<file path="config.mk">
export PLATFORM = sky130hd
export DESIGN_NAME = plnz_ram
export DESIGN_NICKNAME = d
export VERILOG_FILES = /design/src/hdl/plnz_ram.sv
export SDC_FILE = /design/constraint.sdc
export NUM_CORES = 2
export LEC_CHECK = 0
export BUFFER_PORTS_ARGS = -buffer_cell sky130_fd_sc_hd__buf_2
export CELL_PAD_IN_SITES_DETAIL_PLACEMENT = 1
export CELL_PAD_IN_SITES_GLOBAL_PLACEMENT = 1
export CORE_MARGIN = 1.5
export CORE_UTILIZATION = 50
export CTS_CLUSTER_DIAMETER = 60
export DETAILED_ROUTE_END_ITERATION = 8
export PLACE_DENSITY_LB_ADDON = 0.1
export SYNTH_ARGS = -nofsm -noshare
export SYNTH_HDL_FRONTEND = slang
export SYNTH_SLANG_ARGS = --single-unit
</file>
<file path="constraint.sdc">
create_clock -name clk -period 2.95 [get_ports clk]
set_clock_uncertainty 0.2 [all_clocks]
set_input_delay 0.59 -clock clk [delete_from_list [all_inputs] [get_ports clk]]
set_output_delay 0.59 -clock clk [all_outputs]
set_load 0.01 [all_outputs]
</file>
<file path="src/hdl/plnz_ram.sv">
// generic simple ram: one write port, two read ports, registered read data
// no dependencies
module plnz_ram #(
    parameter int WIDTH = 8,
    parameter int DEPTH = 256,
    localparam int AW = $clog2(DEPTH)
) (
    input  logic             clk,
    input  logic             we,
    input  logic [AW-1:0]    waddr,
    input  logic [WIDTH-1:0] wdata,
    input  logic             re,
    input  logic [AW-1:0]    raddr_a,
    input  logic [AW-1:0]    raddr_b,
    output logic [WIDTH-1:0] rdata_a,
    output logic [WIDTH-1:0] rdata_b
);

    logic [WIDTH-1:0] mem_reg [DEPTH];
    logic [WIDTH-1:0] rdata_a_reg;
    logic [WIDTH-1:0] rdata_b_reg;

    always_ff @(posedge clk)
    begin
        if (we)
        begin
            mem_reg[waddr] <= wdata;
        end
        if (re)
        begin
            rdata_a_reg <= mem_reg[raddr_a];
            rdata_b_reg <= mem_reg[raddr_b];
        end
    end

    assign rdata_a = rdata_a_reg;
    assign rdata_b = rdata_b_reg;

endmodule

</file>
After elaboration in Yosys (flattened, before gate mapping)
Memories as Yosys holds them, arrays and structs flattened. A register that Yosys moved wholly into a read port is not among the register bits.
Cells that the tools add are included.
{"block": "classes", "n_mux": 2}
{"op": "$mux W1", "count": 2}
{"block": "totals", "elab_cells": 3, "in_bits": 35, "output_inout_bits": 16, "register_bits": 0, "mem_bits_rw": 2048, "mem_count": 1}
{"memory": "mem_reg", "words": 256, "width": 8, "read_ports": 2, "rd_ports_with_merged_regs": 2, "wr": 1, "line": "19", "text": "logic [WIDTH-1:0] mem_reg [DEPTH];"}

Longest topological paths before layout
{"block": "logic_depth", "depth_word": 2, "ltp_mapped": 12, "mapped_depth_nobuf": 6}

Worst setup path before layout
Ideal clock, no wire load.
{"block": "synth_timing", "path_type": "input-to-reg", "startpoint": "input port raddr_b[0]", "endpoint": "register rdata_b_reg[0], in the netlist rdata_b[0], read port of mem_reg, data pin", "arrival_time_ns": 2.491, "path_buffers": 3, "required_ns": 2.473, "setup_ns": 0.277, "setup_slack_ns": -0.018, "cell_stages": 9, "path_cell_list": "buf_4 buf_6 buf_2 mux4_2 mux4_2 nand2_1 a21oi_1 a21oi_1 a221oi_2"}
{"element": "start: declaration", "line": "14", "text": "input logic [AW-1:0] raddr_b,"}
{"element": "end: declaration", "line": "21", "text": "logic [WIDTH-1:0] rdata_b_reg;"}

==> metrics.csv <==
stage;metric;value;unit
run_status;status;complete, but fails checks;
routing;routed vias;59438;
cts;CTS tree;yes;
timing;max-slew violations;0;
worst_hold_path;HP Start;wdata[1];
setup_path;Critical Path Start;raddr_a[0];
power_and_ir_drop;pwr dens;574;nW/um^2
routing;Post-route DRC;0;
timing;period utilization;100;%
final_layout;most common cell after layout, fill and taps aside;edfxtp_1;
synthesis;Synth Net Count;4882;
power_and_ir_drop;PnR Total Power;66.5;mW
floorplanning;Ports;51;
timing;fmax;0.338;GHz
synthesis;mean post-synth cell area;20.0;um^2
final_layout;fin area;116000;um^2
cts;clk_lat worst skew;890;ps
cts;root buf cell;clkbuf_16;
setup_path;CP Class;in2reg;
timing;Slew headroom;29.0;%
floorplanning;Rows;161;
worst_hold_path;worst hold path type;in2reg;
global_routing;vias in the first global route;61634;
power_and_ir_drop;Leak Pwr;38.6;nW
synthesis;Synth async-reset ratio;0;%
floorplanning;area of the core;193000;um^2
synthesis;most used flip-flop cell after synthesis;edfxtp_1;
routing;1st-iter DRT viols;7934;
floorplanning;die area;197000;um^2
setup_path;crit path DAT;3400;ps
cts;# H-tree levels;4;
placement;dpl cells;8190;
routing;Detail Route Antenna Nets;0;
placement;Post-DP HPWL;245000;um
placement;RD Place Congestion;0.922;
timing;min Tclk post-route;2960;ps
timing;TNS Setup;-13.4;ps
timing;RSZ-0062 raised after global routing;no;
final_layout;synthesis-to-layout area growth;19.3;%
timing;# setup viols final;3;
cts;clock sinks;2064;
setup_path;Worst setup SP type;primary input;
setup_path;CP max FO;17;
synthesis;Mapped Area;97100;um^2
synthesis;Synth top area share;63.8;%
final_layout;Layout fillers;16408;
run_status;violated checks;negative setup slack;
global_routing;first-pass GRT wire length;482000;um
routing;Total Wirelength;344000;um
final_layout;layout cells sized above 1;43.8;%
power_and_ir_drop;VDD IR max;0.536;mV
floorplanning;chip height;444;um
final_layout;Total Nets Final;5922;
global_routing;total congestion overflow;0;
cts;CTS Buf Count;216;
floorplanning;Die W;444;um
synthesis;dominant cell type by area after synthesis;edfxtp_1;
synthesis;register area share after synthesis;63.8;%
final_layout;final non-filler cell total;8612;
synthesis;number of synthesized flops with an enable pin;2064;
setup_path;worst r2r src;mem_reg[247][4];
setup_path;worst path required time;3390;ps
placement;number of port buffers;50;
setup_path;CP Capture Type;flip-flop;
global_routing;initial antenna violation count;23;
placement;placed inst area;109000;um^2
synthesis;Synth cell types;64;
final_layout;most frequent cells in the layout;2064 x edfxtp_1, 1051 x mux4_2, 1013 x buf_4;
timing;final worst slack;-6.57;ps
routing;vias per inst;6.90;
cts;Max clock buf depth;3;
cts;CTS clk-pin slew, worst paths;60;ps
floorplanning;Starting Density;50.4;%
synthesis;ranking of synthesized cells by area;edfxtp_1 64%, mux4_2 24%, mux2i_1 2.4%;
routing;DR WL/cell;39.9;um
global_routing;gr usage total;35.3;%
timing;Least-Margin Pin Slew;1060;ps
final_layout;max reg flops;2048;
synthesis;synthesized flop and latch total;2064;
global_routing;largest net degree at the start of global routing;104;
routing;DRT Pass-1 Iters;8;
synthesis;Syn. warnings;0;
synthesis;Syn Inst Count;4847;
timing;Fin. Hold Viols;0;
run;Max-Cap Viols;0;
[cells by family (layout without fill, tap and decap cells)]
family | count (synthesis) | in the layout | synth area share, %
AO/OA/AOI/OAI | 466 | 466 | 3.53
buffers and inverters | 401 | 1628 | 2.73
flip-flops | 2064 | 2064 | 63.8
multiplexers | 1325 | 1325 | 27.2
other | 0 | 12 | 0
AND/OR/NAND/NOR | 591 | 591 | 2.69
[cells in the mapped netlist, drive strengths merged, types with 7 or more instances]
| cell | n |
|---|---|
| o211ai | 13 |
| a211oi | 28 |
| nor3 | 21 |
| a22oi | 62 |
| nand4 | 13 |
| nor2b | 27 |
| nor4 | 7 |
| nor3b | 7 |
| a2bb2oi | 9 |
| o22ai | 48 |
| nand3 | 52 |
| buf | 258 |
| o31ai | 11 |
| a221oi | 37 |
| and2 | 12 |
| nand2 | 114 |
| a21oi | 79 |
| o21ai | 37 |
| mux2 | 38 |
| edfxtp | 2064 |
| mux2i | 236 |
| o221ai | 67 |
| mux4 | 1051 |
| nor2 | 299 |
| clkbuf | 137 |
| nand2b | 11 |
| a22o | 22 |
| a221o | 10 |
[worst max-delay path: stages]
cell and delay [ps]:
buf_12 190, buf_12 240, buf_12 220, mux4_2 530
mux4_2 550, nand2_1 290, o31ai_1 240, a211oi_1 250
buf_4 170, nor4_1 50
[final timing paths]
path | cells after the start | slack [ps] | to
max | 10 | -7 | rdata_a[4]
min | 1 | 60 | mem_reg[227][1]
max reg2reg | 7 | 0 | rdata_b[4]
min reg2reg | 5 | 940 | rdata_b[0]
[final cells by class]
type	instances	area [um^2]	share of cell area, %
Sequential cell	2064	62000	53.5
Multi-Input combinational cell	2382	32600	28.2
Timing Repair Buffer	1217	11100	9.57
Clock buffer	268	5620	4.85
Tap cell	2526	3160	2.73
Clock inverter	137	1340	1.16
Antenna cell	12	30.0	0.0259
Inverter	6	26.3	0.0227
[report_power, final]
part	internal, mW	switching [mW]	total (mW)
logic	2.94	3.83	6.77
registers	32.4	0.102	32.5
clock network	15.4	11.9	27.3
[metal layers]
layer,wire length (um),vias to the layer above,share of wire (%),GRT usage [%]
li1,-,23190,-,-
met1,130000,31926,38,48.4
met2,162000,3621,47,54.9
met3,33900,691,9.9,7.18
met4,17500,10,5.1,16.3
met5,70,-,0.020,0
[per-stage QoR]
| stage | setup slack, ps | hold slack, ps | utilization, % |
|---|---|---|---|
| after floorplan | -4.02 | 489 | - |
| after global placement | -2230 | 834 | 56.4 |
| after detailed placement | -1500 | 849 | 56.4 |
| after CTS | 6.38 | 6.89 | 60.1 |
| after global routing | 6.80 | 47.2 | 60.1 |
| final | -6.57 | 59.6 | 60.1 |
[what timing repair did]
item                                    in CTS  in global routing
pin swaps                                    1                  1
setup buffers                                0                  3
endpoints found under the setup margin       5                  8
hold buffers                                 2                  0
hold endpoints to repair                    51                  0
resized for setup                           11                  9
Note: power is estimated with default switching activity, not from simulation.
