<file path="config.mk">
export PLATFORM = sky130hd
export DESIGN_NAME = plnz_fade
export DESIGN_NICKNAME = d
export VERILOG_FILES = /design/src/hdl/plnz_pkg.sv /design/src/hdl/plnz_fade.sv
export SDC_FILE = /design/constraint.sdc
export NUM_CORES = 2
export LEC_CHECK = 0
export BUFFER_PORTS_ARGS = -buffer_cell sky130_fd_sc_hd__buf_4
export CORE_ASPECT_RATIO = 1.1
export CORE_UTILIZATION = 50
export CTS_BUF_LIST = sky130_fd_sc_hd__clkbuf_8
export DETAILED_ROUTE_END_ITERATION = 10
export PLACE_DENSITY = 0.76
export SYNTH_ARGS = -nofsm -noshare
export SYNTH_HDL_FRONTEND = slang
export SYNTH_SLANG_ARGS = --single-unit
</file>
<file path="constraint.sdc">
create_clock -name clk -period 27.6 [get_ports clk]
set_input_delay 8.28 -clock clk [delete_from_list [all_inputs] [get_ports clk]]
set_output_delay 8.28 -clock clk [all_outputs]
set_load 0.01 [all_outputs]
</file>
<file path="src/hdl/plnz_pkg.sv">
// shared constants, stage-advance vector type and gradient helper for the 2d noise block
// no dependencies; imported by every module of the block but plnz_ram
package plnz_pkg;

    localparam int FRAC_BITS   = 16;
    // table indices wrap by truncation, so the depth stays a power of two
    localparam int TABLE_DEPTH = 256;
    localparam int ADDR_W      = $clog2(TABLE_DEPTH);
    localparam int PERM_W      = 8;
    localparam int COORD_W     = 24;
    localparam int INT_W       = 8;
    localparam int OUT_W       = FRAC_BITS + 3;
    localparam int OUT_LIMIT   = 2 ** (FRAC_BITS + 1);
    localparam int STAGES      = 9;

    // corner offset and gradient dot product widths
    localparam int XW = FRAC_BITS + 2;
    localparam int GW = FRAC_BITS + 3;

    // one advance enable per pipeline register, stage 1 nearest the input
    typedef logic [STAGES:1] plnz_adv_t;

    // diagonal gradient picked by the low three hash bits
    function automatic logic signed [GW-1:0] grad(
        input logic [2:0]           h,
        input logic signed [XW-1:0] x,
        input logic signed [XW-1:0] y
    );
        logic signed [GW-1:0] xs;
        logic signed [GW-1:0] ys;
        xs = {x[XW-1], x};
        ys = {y[XW-1], y};
        if (h[2] ? h[1] : h[0])
        begin
            xs = -xs;
        end
        if (h[2] ? h[0] : h[1])
        begin
            ys = -ys;
        end
        return xs + ys;
    endfunction

endpackage

</file>
<file path="src/hdl/plnz_fade.sv">
// quintic fade curve 6t^5 - 15t^4 + 10t^3 as four multiply stages (pipeline stages 2 to 5)
// depends on plnz_pkg
module plnz_fade (
    input  logic                           clk,
    input  plnz_pkg::plnz_adv_t            adv,
    input  logic [plnz_pkg::FRAC_BITS-1:0] t,
    output logic [plnz_pkg::FRAC_BITS:0]   fade
);
    import plnz_pkg::*;

    localparam int F  = FRAC_BITS;
    localparam int SW = F + 6;
    localparam int PW = F + 1 + SW;

    localparam logic signed [PW-1:0] HALF    = PW'(1) <<< (F - 1);
    localparam logic signed [SW-1:0] FIFTEEN = SW'(15) <<< F;
    localparam logic signed [SW-1:0] TEN     = SW'(10) <<< F;
    localparam logic signed [SW-1:0] ONE_S   = SW'(1) <<< F;

    logic signed [F:0]    ts1;
    logic signed [SW-1:0] tw;
    logic signed [SW-1:0] s0;
    logic signed [PW-1:0] p1;
    logic signed [PW-1:0] p2;
    logic signed [PW-1:0] p3;
    logic signed [PW-1:0] p4;
    logic signed [SW-1:0] w;
    logic [F:0]           fade_next;

    logic signed [SW-1:0] m1_reg;
    logic signed [SW-1:0] m2_reg;
    logic signed [SW-1:0] m3_reg;
    logic [F-1:0]         t2_reg;
    logic [F-1:0]         t3_reg;
    logic [F-1:0]         t4_reg;
    logic [F:0]           fade_reg;

    always_comb
    begin
        ts1 = $signed({1'b0, t});
        tw  = SW'(ts1);
        s0  = (tw <<< 2) + (tw <<< 1) - FIFTEEN;
        p1  = ts1 * s0;
        p2  = $signed({1'b0, t2_reg}) * m1_reg;
        p3  = $signed({1'b0, t3_reg}) * m2_reg;
        p4  = $signed({1'b0, t4_reg}) * m3_reg;
        w   = SW'((p4 + HALF) >>> F);
        if (w < 0)
        begin
            fade_next = '0;
        end
        else if (w > ONE_S)
        begin
            fade_next = {1'b1, {F{1'b0}}};
        end
        else
        begin
            fade_next = w[F:0];
        end
    end

    always_ff @(posedge clk)
    begin
        if (adv[2])
        begin
            m1_reg <= SW'((p1 + HALF) >>> F) + TEN;
            t2_reg <= t;
        end
        if (adv[3])
        begin
            m2_reg <= SW'((p2 + HALF) >>> F);
            t3_reg <= t2_reg;
        end
        if (adv[4])
        begin
            m3_reg <= SW'((p3 + HALF) >>> F);
            t4_reg <= t3_reg;
        end
        if (adv[5])
        begin
            fade_reg <= fade_next;
        end
    end

    assign fade = fade_reg;

endmodule

</file>
# After elaboration in Yosys (flattened, before gate mapping)
# Cells that the tools add are included.
dict set report word_totals {
  inputBits 26
  elab_cells 23
  ff_bits 131
}
dict set report classes {
  n_reduce_logical 1
  muxes 1
  n_lt_le_gt_ge 2
  mul 4
  n_addsub 7
}
# operator n
set op_table {}
lappend op_table {{adder 38 x 17 -> 38 bit, second input constant} 4}
lappend op_table {{multiplier 17 x 22 -> 38 bit} 3}
lappend op_table {{multiplier 17 x 21 -> 38 bit} 1}
lappend op_table {{adder 22 x 21 -> 22 bit, second input constant} 1}
lappend op_table {{> comparator 22 x 18 -> 1 bit, second input constant} 1}
lappend op_table {{less-than comparator 22 x 1 -> 1 bit, second input constant} 1}
lappend op_table {{subtractor 19 x 20 -> 21 bit, second input constant} 1}
lappend op_table {{adder 18 x 17 -> 19 bit} 1}
lappend op_table {{2-to-1 mux 17 bit} 1}
lappend op_table {{OR reduction 2 bit} 1}

# Depth between registers and ports, before layout
dict set report logic_depth {
  depth_word 5
  depth_mapped 45
  depth_no_buf 44
}

# Worst setup path after synthesis
# OpenSTA, ideal clock, no wires.
dict set report synth_timing {
  path_type {input port to flip-flop}
  startpoint {input port t[0] (netlist bit)}
  endpoint {register m1_reg[21] (data pin)}
  setup_ps 264
  n_path_buf 2
  t_arrival_ps 17287
  required_ps 27336
  path_stages 42
  slack_ps 10049
  cell_sequence {ha_1 ha_1 inv_1 fa_1 nor2b_1 o21ai_1 a21oi_1 o21ai_1 a21boi_0 o21ai_0 a21boi_1 o21ai_0 a21oi_1 or3_1 clkbuf_1 clkbuf_1 nand3_1 fa_1 [6 not listed] fa_1 inv_1 ha_1 a211oi_2 o21ai_1 a211oi_2 nor3b_2 a21oi_2 a21o_1 a211oi_1 nor2b_1 nor2_1 xnor2_1 ha_1 or4b_2 a211oi_1 a2111oi_2 xnor2_1}
}
dict set report synth_between {
  elab_chain_len 5
}
# element line_no
set synth_lines {}
lappend synth_lines {{from (decl)} plnz_fade.sv:6} ;# input logic [plnz_pkg::FRAC_BITS-1:0] t,
lappend synth_lines {{adder 18 x 17 -> 19 bit} plnz_fade.sv:42} ;# s0 = (tw <<< 2) + (tw <<< 1) - FIFTEEN;
lappend synth_lines {{subtractor 19 x 20 -> 21 bit} plnz_fade.sv:42}
lappend synth_lines {{multiplier 17 x 21 -> 38 bit *} plnz_fade.sv:43} ;# p1 = ts1 * s0;
lappend synth_lines {{adder 38 x 17 -> 38 bit *} plnz_fade.sv:66} ;# m1_reg <= SW'((p1 + HALF) >>> F) + TEN;
lappend synth_lines {{adder 22 x 21 -> 22 bit *} plnz_fade.sv:66}
lappend synth_lines {{to (signal assigned)} plnz_fade.sv:66}
lappend synth_lines {{to (decl)} plnz_fade.sv:30} ;# logic signed [SW-1:0] m1_reg;
# Mark *: on every way between the ends. The rest lies on a longest branch, timed or not.
# A chain may end at the register's enable or synchronous reset.

# Worst setup path after layout
# Same ends and word-level chain as after synthesis.

==> flow_metrics.env <==
export IMPL_status="finished clean"
export IMPL_dieArea_um2=109000
export IMPL_worst_pin_slew_ns=1.13
export IMPL_setup_viol=0
export IMPL_critPathCapture="m1_reg[21]"
export IMPL_synthSimpleGateAreaFrac_pct=14.5
export IMPL_critPathArrivalTime_ns=18.84
export IMPL_post_route_drc_count=0
export IMPL_grt_overflow=0
export IMPL_cts_setup_buffers=0
export IMPL_netlist_area_um2=54000
export IMPL_cp_start_kind="input pin"
export IMPL_end_kind="flip-flop"
export IMPL_slowest_delay_ns=0.64
export IMPL_num_vias=36100
export IMPL_cap_viol_max_count=0
export IMPL_synthAdderAreaFrac_pct=60.3
export IMPL_critical_path_top_delay_family="adder cells"
export IMPL_nFillCells=9498
export IMPL_grt_max_degree=39
export IMPL_syn_avg_cell_area_um2=9.59
export IMPL_syn_inst=5635
export IMPL_r2r_setup_slack_ns=19.36
export IMPL_antenna_found_initial=3
export IMPL_timing_hold_worst_class="reg -> reg"
export IMPL_place_detailed_hpwl_um=92900
export IMPL_path_class="in -> reg"
export IMPL_cp_slowest_cell="or4b_2"
export IMPL_rsz0062_at_grt="no"
export IMPL_final_nets=7326
export IMPL_fin_crit_sh_pct=67.2
export IMPL_dpl_worst_slack_ns=8.48
export IMPL_synth_top_family_by_area="adder cells"
export IMPL_io_buffers=37
export IMPL_viasPerCell=5.22
export IMPL_grt_first_pass_wirelength_um=198000
export IMPL_first_pass_iters=8
export IMPL_clk_pin_slew_worst_paths_ns=0.09
export IMPL_drv_slew=0
export IMPL_wl_um=113000
export IMPL_fin_skew_ns=0.0190
export IMPL_yosysUniqueCellTypes=76
export IMPL_setup_worst_path_start="t[0]"
export IMPL_finalCriticalPeriod_ns=18.55
export IMPL_slew_headroom_pct=24.7
export IMPL_hold_violations=0
export IMPL_fin_ws_ns=9.05
export IMPL_worst_ep_required_time_ns=27.89
export IMPL_insertion_delay_ns=0.54
export IMPL_worstReg2RegStart="t4_reg[2]"
export IMPL_synthArstFlopShare_pct=0
export IMPL_pin_count=43
export IMPL_die_h_um=347
export IMPL_grt_pass1_vias=41300
export IMPL_r2r_end="fade[2]"
export IMPL_cp_depth=42
export IMPL_clk_path_buf_depth=2
export IMPL_cts_tree="yes"
export IMPL_path_max_fanout=32
export IMPL_synth_top_area_share_pct=49.4
export IMPL_ys_seq_area_share_pct=7.28
export IMPL_synth_xor_area_share_pct=2.11
export IMPL_drt_iter0_drc=1937
export IMPL_core_region_area_um2=107000
export IMPL_root_buffer="clkbuf_8"
export IMPL_cts_max_level=4
export IMPL_fin_tns_setup_ns=0
export IMPL_synth_edf_count=131
export IMPL_cp_common_cell="fa_1"
export IMPL_cts_buffers=17
export IMPL_utilization_pct=52.1
export IMPL_track_usage_pct=22.4
export IMPL_cts_resized=0
export IMPL_areaGrowthSynthToFinish_pct=3.37
export IMPL_gp_congestion=0.860
export IMPL_synth_compound_area_share_pct=3.44
export IMPL_cts_hold_buf=0
export IMPL_synthMuxAreaShare_pct=0.375
export IMPL_start_util_pct=50.4
export IMPL_synth_top_cell_by_area="fa_1"
export IMPL_postRouteAntennaNets=0
export IMPL_ys_ff_latch=131
export IMPL_syn_nets=7465
export IMPL_synth_most_common_cell="inv_1"
export IMPL_yosysWarnings=0
export IMPL_fp_dieW_um=315
export IMPL_drive_above_1_share_pct=2.40
export IMPL_clock_sinks=131
export IMPL_synthTopCellsByCount="1503 x inv_1, 1333 x fa_1, 687 x nand2_1, 633 x and2_1, 471 x ha_1"
export IMPL_fmax_mhz=53.9
export IMPL_path_buf_inv=6
export IMPL_rows=126
export IMPL_synth_area_top_cells="fa_1 49%, ha_1 11%, inv_1 10%"
export IMPL_synthFlopType="edfxtp_1"
export IMPL_reg2regPathDepth=24
export IMPL_wl_per_cell_um=16.4
==> per-stage QoR <==
| stage | instance area [um2] | hold WS, ns | cells |
|---|---|---|---|
| 2_1_floorplan | 54000 | 0.461 | 5635 |
| 3_3_place_gp | 55500 | 0.784 | 6885 |
| 3_5_place_dp | 55500 | 0.785 | 6885 |
| 4_1_cts | 55900 | 0.805 | 6917 |
| 5_1_grt | 55900 | 0.833 | 6920 |
| 6_report | 55900 | 0.812 | 6920 |
==> metal layers <==
layer,track usage (%),vias up,wire length [um],part of all wire (%)
li1,-,16100,-,-
met1,27.9,18600,44900,40
met2,39.8,1173,58300,51
met3,2.60,276,6480,5.7
met4,7.90,0,3710,3.3
met5,0,-,0,0
==> worst min-delay path by stage <==
stage,start,end,slack (ns),cells past startpoint
2_1_floorplan,t2_reg[1],t3_reg[1],0.46,0
3_3_place_gp,t2_reg[3],t3_reg[3],0.78,1
3_5_place_dp,t2_reg[3],t3_reg[3],0.79,1
4_1_cts,t3_reg[4],t4_reg[4],0.81,1
5_1_grt,t3_reg[3],t4_reg[3],0.83,1
6_report,t3_reg[4],t4_reg[4],0.81,1
==> logic make-up after synthesis <==
kind of cell / Yosys count
compound gates: 267
xor+xnor: 130
fa+ha+maj: 1804
buf+inv: 1725
flops: 131
mux: 19
simple gates: 1559
==> layout make-up <==
| cell class | instances | area [um2] | area share [%] |
|---|---|---|---|
| sequential | 131 | 3930 | 7.04 |
| clock buffer | 17 | 234 | 0.419 |
| tap | 1408 | 1760 | 3.15 |
| multi-input combinational | 3779 | 43700 | 78.2 |
| timing repair buffer | 64 | 480 | 0.860 |
| clock inverter | 15 | 133 | 0.237 |
| antenna | 3 | 7.51 | 0.0134 |
| inverter | 1503 | 5640 | 10.1 |
==> cells in the final DEF (no fill, tap or decap), drive strengths merged, types with 17 or more instances in the layout <==
cell	n
nand3	27
inv	1510
nor2b	17
edfxtp	131
ha	471
a211oi	19
a21o	49
nand2b	28
and3	30
buf	64
nor2	71
o21ai	40
nand2	688
and2	634
nor3	19
xnor2	87
fa	1333
xor2	43
a21oi	83
clkbuf	17
==> worst register-to-register path, cell delays in order, from the launching register on <==
cell,delay (ns)
edfxtp_1,0.94
nand2_1,0.19
fa_1,0.60
inv_1,0.06
fa_1,0.53
inv_1,0.05
fa_1,0.50
inv_1,0.05
fa_1,0.53
inv_1,0.05
fa_1,0.47
inv_1,0.06
fa_1,0.44
ha_1,0.32
a21o_1,0.19
a21oi_1,0.27
o21ai_0,0.24
a211oi_2,0.28
a21o_1,0.32
o21a_1,0.26
xor2_1,0.25
o211ai_1,0.13
nor4_1,0.28
nand4_1,0.54
a2111oi_2,0.52
Power is not shown: default switching activity piles up to over one toggle a cycle in this logic, so the estimate is an artifact.
