<file path="src/hdl/plnz_pkg.sv">
// shared constants, stage-advance vector type and gradient helper for the 2d noise block
// no dependencies; imported by every module of the block but plnz_ram
package plnz_pkg;

    localparam int FRAC_BITS   = 16;
    // table indices wrap by truncation, so the depth stays a power of two
    localparam int TABLE_DEPTH = 256;
    localparam int ADDR_W      = $clog2(TABLE_DEPTH);
    localparam int PERM_W      = 8;
    localparam int COORD_W     = 24;
    localparam int INT_W       = 8;
    localparam int OUT_W       = FRAC_BITS + 3;
    localparam int OUT_LIMIT   = 2 ** (FRAC_BITS + 1);
    localparam int STAGES      = 9;

    // corner offset and gradient dot product widths
    localparam int XW = FRAC_BITS + 2;
    localparam int GW = FRAC_BITS + 3;

    // one advance enable per pipeline register, stage 1 nearest the input
    typedef logic [STAGES:1] plnz_adv_t;

    // diagonal gradient picked by the low three hash bits
    function automatic logic signed [GW-1:0] grad(
        input logic [2:0]           h,
        input logic signed [XW-1:0] x,
        input logic signed [XW-1:0] y
    );
        logic signed [GW-1:0] xs;
        logic signed [GW-1:0] ys;
        xs = {x[XW-1], x};
        ys = {y[XW-1], y};
        if (h[2] ? h[1] : h[0])
        begin
            xs = -xs;
        end
        if (h[2] ? h[0] : h[1])
        begin
            ys = -ys;
        end
        return xs + ys;
    endfunction

endpackage

</file>
<file path="src/hdl/plnz_blend.sv">
// corner gradients, the three interpolations and output saturation (pipeline stages 3 to 9)
// depends on plnz_pkg
module plnz_blend (
    input  logic                                  clk,
    input  plnz_pkg::plnz_adv_t                   adv,
    input  logic [2:0]                            h00,
    input  logic [2:0]                            h10,
    input  logic [2:0]                            h01,
    input  logic [2:0]                            h11,
    input  logic [plnz_pkg::FRAC_BITS-1:0]        fx,
    input  logic [plnz_pkg::FRAC_BITS-1:0]        fy,
    input  logic [plnz_pkg::FRAC_BITS:0]          u,
    input  logic [plnz_pkg::FRAC_BITS:0]          v,
    output logic signed [plnz_pkg::OUT_W-1:0]     noise
);
    import plnz_pkg::*;

    localparam int F   = FRAC_BITS;
    localparam int DW  = F + 4;
    localparam int LW  = F + 5;
    localparam int EW  = F + 6;
    localparam int RW  = F + 7;
    localparam int PW0 = F + 2 + DW;
    localparam int PW2 = F + 2 + EW;

    localparam logic signed [PW0-1:0] HALF0 = PW0'(1) <<< (F - 1);
    localparam logic signed [PW2-1:0] HALF2 = PW2'(1) <<< (F - 1);
    localparam logic signed [RW-1:0]  LIM_HI = RW'(OUT_LIMIT);
    localparam logic signed [RW-1:0]  LIM_LO = -RW'(OUT_LIMIT);

    logic signed [XW-1:0]  x0;
    logic signed [XW-1:0]  x1;
    logic signed [XW-1:0]  y0;
    logic signed [XW-1:0]  y1;
    logic signed [PW0-1:0] p0;
    logic signed [PW0-1:0] p1;
    logic signed [PW2-1:0] p2;
    logic signed [OUT_W-1:0] noise_next;

    logic signed [GW-1:0] g00_3_reg;
    logic signed [GW-1:0] g10_3_reg;
    logic signed [GW-1:0] g01_3_reg;
    logic signed [GW-1:0] g11_3_reg;
    logic signed [GW-1:0] g00_4_reg;
    logic signed [GW-1:0] g01_4_reg;
    logic signed [DW-1:0] d0_4_reg;
    logic signed [DW-1:0] d1_4_reg;
    logic signed [GW-1:0] g00_5_reg;
    logic signed [GW-1:0] g01_5_reg;
    logic signed [DW-1:0] d0_5_reg;
    logic signed [DW-1:0] d1_5_reg;
    logic signed [LW-1:0] l0_6_reg;
    logic signed [LW-1:0] l1_6_reg;
    logic [F:0]           v_6_reg;
    logic signed [LW-1:0] l0_7_reg;
    logic signed [EW-1:0] dd_7_reg;
    logic [F:0]           v_7_reg;
    logic signed [RW-1:0] r_8_reg;
    logic signed [OUT_W-1:0] noise_reg;

    always_comb
    begin
        // far corner offsets are the fraction minus one
        x0 = $signed({2'b00, fx});
        x1 = $signed({2'b11, fx});
        y0 = $signed({2'b00, fy});
        y1 = $signed({2'b11, fy});
        p0 = $signed({1'b0, u}) * d0_5_reg;
        p1 = $signed({1'b0, u}) * d1_5_reg;
        p2 = $signed({1'b0, v_7_reg}) * dd_7_reg;
        if (r_8_reg > LIM_HI)
        begin
            noise_next = OUT_W'(LIM_HI);
        end
        else if (r_8_reg < LIM_LO)
        begin
            noise_next = OUT_W'(LIM_LO);
        end
        else
        begin
            noise_next = OUT_W'(r_8_reg);
        end
    end

    always_ff @(posedge clk)
    begin
        if (adv[3])
        begin
            g00_3_reg <= grad(h00, x0, y0);
            g10_3_reg <= grad(h10, x1, y0);
            g01_3_reg <= grad(h01, x0, y1);
            g11_3_reg <= grad(h11, x1, y1);
        end
        if (adv[4])
        begin
            g00_4_reg <= g00_3_reg;
            g01_4_reg <= g01_3_reg;
            d0_4_reg  <= DW'(g10_3_reg) - DW'(g00_3_reg);
            d1_4_reg  <= DW'(g11_3_reg) - DW'(g01_3_reg);
        end
        if (adv[5])
        begin
            g00_5_reg <= g00_4_reg;
            g01_5_reg <= g01_4_reg;
            d0_5_reg  <= d0_4_reg;
            d1_5_reg  <= d1_4_reg;
        end
        if (adv[6])
        begin
            l0_6_reg <= LW'(g00_5_reg) + LW'((p0 + HALF0) >>> F);
            l1_6_reg <= LW'(g01_5_reg) + LW'((p1 + HALF0) >>> F);
            v_6_reg  <= v;
        end
        if (adv[7])
        begin
            l0_7_reg <= l0_6_reg;
            dd_7_reg <= EW'(l1_6_reg) - EW'(l0_6_reg);
            v_7_reg  <= v_6_reg;
        end
        if (adv[8])
        begin
            r_8_reg <= RW'(l0_7_reg) + RW'((p2 + HALF2) >>> F);
        end
        if (adv[9])
        begin
            noise_reg <= noise_next;
        end
    end

    assign noise = noise_reg;

endmodule

</file>
<file path="config.mk">
export PLATFORM = sky130hd
export DESIGN_NAME = plnz_blend
export DESIGN_NICKNAME = d
export VERILOG_FILES = /design/src/hdl/plnz_pkg.sv /design/src/hdl/plnz_blend.sv
export SDC_FILE = /design/constraint.sdc
export NUM_CORES = 2
export LEC_CHECK = 0
export BUFFER_PORTS_ARGS = -buffer_cell sky130_fd_sc_hd__buf_2
export CAP_MARGIN = 15
export CORE_ASPECT_RATIO = 0.6
export CORE_MARGIN = 2
export CORE_UTILIZATION = 50
export CTS_CLUSTER_SIZE = 20
export DETAILED_ROUTE_END_ITERATION = 8
export PLACE_DENSITY = 0.64
export SKIP_CTS_REPAIR_TIMING = 1
export SYNTH_ARGS = -nofsm -noshare
export SYNTH_HDL_FRONTEND = slang
export SYNTH_SLANG_ARGS = --single-unit
</file>
<file path="constraint.sdc">
create_clock -name clk -period 13 [get_ports clk]
set_input_delay 2.6 -clock clk [delete_from_list [all_inputs] [get_ports clk]]
set_output_delay 2.6 -clock clk [all_outputs]
set_load 0.02 [all_outputs]
</file>
# ---- Yosys cells after proc, flatten, opt, wreduce, memory -nomap -nowiden
# Index checks and enable logic that the tools add are counted.
dict set report word_totals {
  regBits 393
  out_inout_bits 19
  word_cells 69
}
dict set report classes {
  add_sub_neg 17
  mul 3
  order_cmp 2
  mux 25
  n_reduce_logical 1
}
# operator n
set op_table {}
lappend op_table {{two-way mux 19 bit} 17}
lappend op_table {{adder 19 bit} 4}
lappend op_table {{adder 37 x 17 -> 37 bit (second input constant)} 2}
lappend op_table {{multiplier 18 x 20 -> 37 bit} 2}
lappend op_table {{adder 19 x 21 -> 21 bit} 2}
lappend op_table {{subtractor 19 x 19 -> 20 bit} 2}
lappend op_table {{adder 39 x 17 -> 39 bit (second input constant)} 1}
lappend op_table {{multiplier 18 x 22 -> 39 bit} 1}
lappend op_table {{negation 16 -> 19 bit} 2}
lappend op_table {{negation 17 -> 19 bit} 2}
lappend op_table {{adder 21 x 23 -> 23 bit} 1}
lappend op_table {{greater-than comparator 23 x 19 -> 1 bit (second input constant)} 1}
lappend op_table {{less-than comparator 23 x 18 -> 1 bit (second input constant)} 1}
lappend op_table {{subtractor 21 x 21 -> 22 bit} 1}
lappend op_table {{two-way mux 1 bit} 8}
lappend op_table {{OR reduction 2 bit} 1}

# ---- Longest topological paths before layout
dict set report logic_depth {
  word_depth 4
  depth_mapped 40
  mapped_depth_nobuf 38
}

# ---- Least setup slack after synthesis
# OpenSTA, ideal clock, no wires.
dict set report synth_path {
  kind {input-to-reg}
  startpoint {in u[4] (netlist name)}
  endpoint {reg l1_6_reg[20], data pin}
  setup_time_ps 261
  t_arrival_ps 10341
  slack_ps 2398
  stages 36
  n_path_buf 2
  cell_sequence {clkbuf_1 > clkbuf_1 > and2_1 > fa_1 > inv_1 > fa_1 > fa_1 > fa_1 > inv_1 > fa_1 > inv_1 > fa_1 > inv_1 > ha_1 > o21ai_0 > a21oi_1 > a2111oi_2 > nor3b_1 > nor2_1 > nor2b_1 > o21a_1 > o21a_1 > o21a_1 > o21a_1 > nor2_1 > xnor2_1 > ha_1 > or3_1 > o21ai_0 > a21oi_1 > a41o_1 > o41ai_1 > o21ai_0 > o41ai_1 > o21ai_0 > xnor2_1}
}
dict set report synth_between {
  elab_chain_len 3
}
# element line_no
set synth_rtl {}
lappend synth_rtl {{start: declaration} plnz_blend.sv:12} ;# input logic [plnz_pkg::FRAC_BITS:0] u,
lappend synth_rtl {{multiplier 18 x 20 -> 37 bit} plnz_blend.sv:69} ;# p1 = $signed({1'b0, u}) * d1_5_reg;
lappend synth_rtl {{adder 37 x 17 -> 37 bit} plnz_blend.sv:111} ;# l1_6_reg <= LW'(g01_5_reg) + LW'((p1 + HALF0) >>> F);
lappend synth_rtl {{adder 19 x 21 -> 21 bit} plnz_blend.sv:111}
lappend synth_rtl {{end signal: assignment} plnz_blend.sv:111}
lappend synth_rtl {{end: declaration} plnz_blend.sv:53} ;# logic signed [LW-1:0] l1_6_reg;
# No other way between the ends.
# A chain may end at the register's enable or synchronous reset.

# ---- Worst setup path after layout
dict set report layout_path {
  startpoint {in u[4] (netlist name)}
  endpoint {reg l0_6_reg[20], data pin}
}
dict set report layout_between {
  elab_chain_len 3
}
# element line_no
set layout_rtl {}
lappend layout_rtl {{multiplier 18 x 20 -> 37 bit} plnz_blend.sv:68} ;# p0 = $signed({1'b0, u}) * d0_5_reg;
lappend layout_rtl {{adder 37 x 17 -> 37 bit} plnz_blend.sv:110} ;# l0_6_reg <= LW'(g00_5_reg) + LW'((p0 + HALF0) >>> F);
lappend layout_rtl {{adder 19 x 21 -> 21 bit} plnz_blend.sv:110}
lappend layout_rtl {{end signal: assignment} plnz_blend.sv:110}
lappend layout_rtl {{end: declaration} plnz_blend.sv:52} ;# logic signed [LW-1:0] l0_6_reg;
# No other way between the ends.

==> report_table.html <==
<table>
<tr><th>Metric</th><th>Value</th></tr>
<tr><th colspan="2">Outcome</th></tr>
<tr><td>Result of the run</td><td>complete, no violations</td></tr>
<tr><th colspan="2">Clock network</th></tr>
<tr><td>Clock tree from TritonCTS</td><td>built</td></tr>
<tr><td>Number of levels in the clock H-tree</td><td>2</td></tr>
<tr><td>Sinks on Clock Net</td><td>around 380</td></tr>
<tr><td>Clock input transition at the sequential cells of the worst setup and hold paths</td><td>0.09 ns</td></tr>
<tr><td>Number of clock buffers inserted by TritonCTS</td><td>40</td></tr>
<tr><td>Worst skew pair latency</td><td>~0.65 ns</td></tr>
<tr><td>Maximum clock insertion buffer count</td><td>3</td></tr>
<tr><td>Buffer cell driving the clock tree root</td><td>clkbuf_16</td></tr>
<tr><th colspan="2">Floorplanning</th></tr>
<tr><td>Core area</td><td>around 0.12 mm^2</td></tr>
<tr><td>Row count</td><td>97</td></tr>
<tr><td>Starting Density</td><td>between 50% and 60%</td></tr>
<tr><td>Horizontal extent of the die</td><td>447 um</td></tr>
<tr><td>Top Ports</td><td>107</td></tr>
<tr><td>Floorplan die height</td><td>~270 um</td></tr>
<tr><td>Die area</td><td>about 0.12 mm^2</td></tr>
<tr><th colspan="2">STA</th></tr>
<tr><td>Achievable frequency</td><td>approximately 85 MHz</td></tr>
<tr><td>Worst Tran Pin Value</td><td>about 1.2 ns</td></tr>
<tr><td>Normalized max-slew margin</td><td>20.9%</td></tr>
<tr><td>Setup-failing EPs final</td><td>0</td></tr>
<tr><td>Maximum clock skew at final layout</td><td>0.0721 ns</td></tr>
<tr><td>Fin. Hold Viols</td><td>0</td></tr>
<tr><td>Total Neg Setup Slack</td><td>0 ns</td></tr>
<tr><td>RSZ-0062 raised after global routing</td><td>false</td></tr>
<tr><td>Final hold slack</td><td>~0.39 ns</td></tr>
<tr><td>Max-slew violations</td><td>0</td></tr>
<tr><td>Final Critical Period</td><td>11.77 ns</td></tr>
<tr><td>Final period util</td><td>about 91%</td></tr>
<tr><th colspan="2">Synthesis</th></tr>
<tr><td>Cell count after synthesis</td><td>5887</td></tr>
<tr><td>Netlist area before placement</td><td>0.0590 mm^2</td></tr>
<tr><td>Count of unique library cells instantiated by Yosys</td><td>72</td></tr>
<tr><td>Mean instance size in the synthesized netlist</td><td>about 10 um^2</td></tr>
<tr><td>Most numerous cell in the Yosys netlist</td><td>inv_1</td></tr>
<tr><td>Top cells by area, synth</td><td>fa_1 (35%), edfxtp_1 (20%), ha_1 (11%)</td></tr>
<tr><td>Post-synthesis sequential area ratio</td><td>between 10% and 20%</td></tr>
<tr><td>EDFF count, synth</td><td>~380</td></tr>
<tr><td>Cell type contributing the most total cell area after synthesis</td><td>fa_1</td></tr>
<tr><td>Commonest cells in the netlist</td><td>inv_1 (1249), fa_1 (1035), and2_1 (655)</td></tr>
<tr><td>Portion of synthesized cell area occupied by the leading cell type</td><td>35.1%</td></tr>
<tr><td>Yosys warns</td><td>0</td></tr>
<tr><td>Most frequently used flop master after synthesis</td><td>edfxtp_1</td></tr>
<tr><td>Share of async-settable or async-resettable flops after synthesis</td><td>0%</td></tr>
<tr><td>Register bit total from synthesis</td><td>384</td></tr>
<tr><th colspan="2">Setup path</th></tr>
<tr><td>Max stage delay on crit path</td><td>roughly 0.74 ns</td></tr>
<tr><td>Type of destination of the critical path</td><td>register</td></tr>
<tr><td>Kind of start point of the critical path</td><td>primary input</td></tr>
<tr><td>Top cell by count, worst path</td><td>fa_1</td></tr>
<tr><td>Required time worst endpoint</td><td>between 10 and 15 ns</td></tr>
<tr><td>Worst-path cell with the longest stage delay</td><td>buf_2</td></tr>
<tr><td>Maximum net fanout on the critical path</td><td>38</td></tr>
<tr><td>Critical path type</td><td>primary input to register</td></tr>
<tr><td>Critical path arrival</td><td>12.12 ns</td></tr>
<tr><td>Buf/Inv on CP</td><td>4</td></tr>
<tr><td>Slack of the worst reg-to-reg path</td><td>just under 3 ns</td></tr>
<tr><td>Cell family contributing the most delay on the critical path</td><td>adder cells</td></tr>
<tr><th colspan="2">Detailed routing</th></tr>
<tr><td>Vias post-DR</td><td>39600</td></tr>
<tr><td>Detailed-routing iteration count for the pre-antenna-repair pass</td><td>5</td></tr>
<tr><td>Average vias per placed instance</td><td>5.26</td></tr>
<tr><td>DRC marker count from the first detailed-route iteration</td><td>between 3000 and 4000</td></tr>
<tr><td>Overall routed net length</td><td>152 mm</td></tr>
<tr><td>Routed wire length per instance</td><td>20.2 um</td></tr>
<tr><td>DRC errors left</td><td>0</td></tr>
<tr><td>Residual antenna-violating net count after detailed routing</td><td>0</td></tr>
<tr><th colspan="2">Run</th></tr>
<tr><td>Max-cap viol count</td><td>0</td></tr>
<tr><th colspan="2">Global route</th></tr>
<tr><td>Number of antenna violations at the first check in global routing</td><td>18</td></tr>
<tr><td>Wire length of the first global-routing pass</td><td>around 240 mm</td></tr>
<tr><td>Vias in the first global route</td><td>around 41000</td></tr>
<tr><td>Overall fraction of global-route tracks in use</td><td>about a quarter</td></tr>
<tr><td>Maximum number of pins on one net before global-route repair</td><td>76</td></tr>
<tr><td>Total global routing overflow</td><td>0</td></tr>
<tr><th colspan="2">Hold path</th></tr>
<tr><td>Class of the tightest hold or removal check</td><td>register to register</td></tr>
<tr><th colspan="2">Finish</th></tr>
<tr><td>Share of post-route cells with drive strength above 1</td><td>4.28%</td></tr>
<tr><td>Syn-to-layout area delta</td><td>6.10%</td></tr>
<tr><td>Max reg flops</td><td>23</td></tr>
<tr><td>Nets</td><td>roughly 7500</td></tr>
<tr><th colspan="2">Placement</th></tr>
<tr><td># port buffers</td><td>104</td></tr>
<tr><td>Placed wire-length estimate</td><td>122 mm</td></tr>
<tr><td>Global placer's final weighted congestion</td><td>between 0.9 and 1</td></tr>
</table>
==> final timing paths <==
path	start	to	cells after the start
max reg2reg	d0_5_reg[9]$_DFFE_PP_	l0_6_reg[20]$_DFFE_PP_	36
min	g00_4_reg[10]$_DFFE_PP_	g00_5_reg[10]$_DFFE_PP_	0
min reg2reg	g00_4_reg[10]$_DFFE_PP_	g00_5_reg[10]$_DFFE_PP_	0
max	u[4]	l0_6_reg[20]$_DFFE_PP_	36
==> stage by stage <==
stage          utilization [%]  area, um^2  setup slack (ns)  std cells
2_1_floorplan                -       59100              2.40       5907
3_3_place_gp              52.4       61200             0.819       7444
3_5_place_dp              52.4       61200             0.677       7444
4_1_cts                   53.5       62600              1.29       7516
5_1_grt                   53.5       62600             0.623       7518
6_report                  53.6       62600              1.23       7522
==> routing by layer <==
layer	global-route usage, %	wire, um	share of wire, %	up-vias
met5	0	26	0.017	-
met4	4.15	2340	1.5	4
met3	8.28	18100	12	129
met2	33.8	58100	38	1701
met1	42.0	73100	48	19700
li1	-	-	-	18100
==> layout make-up <==
class | instances | area [um^2]
sequential | 384 | 11500
clock inverter | 28 | 372
multi-input combinational | 4074 | 42100
antenna | 6 | 15.0
clock buffer | 44 | 1020
timing repair buffer | 153 | 893
tap | 1584 | 1980
fill | 10400 | 54300
inverter | 1249 | 4690
==> kinds of logic after synthesis <==
kind of cell	share of synthesized area, %
mux	0.216
buf+inv	9.23
xor+xnor	5.09
fa+ha+maj	46.2
other cells	0.0127
simple gates	14.7
flops	19.5
compound gates	4.95
==> cell usage in the layout, fill, tap and decap left out, types with 51 or more instances in the layout <==
| master | instances |
|---|---|
| ha_1 | 523 |
| edfxtp_1 | 384 |
| fa_1 | 1035 |
| nand2_1 | 474 |
| nor2_1 | 275 |
| buf_4 | 51 |
| a21o_1 | 60 |
| a21oi_1 | 123 |
| o21ai_0 | 87 |
| xnor2_1 | 191 |
| buf_2 | 102 |
| inv_1 | 1249 |
| o21a_1 | 51 |
| nor2b_1 | 57 |
| xor2_1 | 152 |
| nor3_1 | 74 |
| and2_1 | 655 |
==> worst register-to-register path: cells and delay by family (launching register included) <==
kind                       cells  cell delay, ns
AOI/OAI and AO/OA              8            1.96
adders and majority gates      8            3.64
buffers and inverters          4            0.21
and+or+nand+nor               14            2.47
DFF                            1            0.78
xor gates and xnor gates       2            0.71
Power is not shown: default switching activity piles up to over one toggle a cycle in this logic, so the estimate is an artifact.
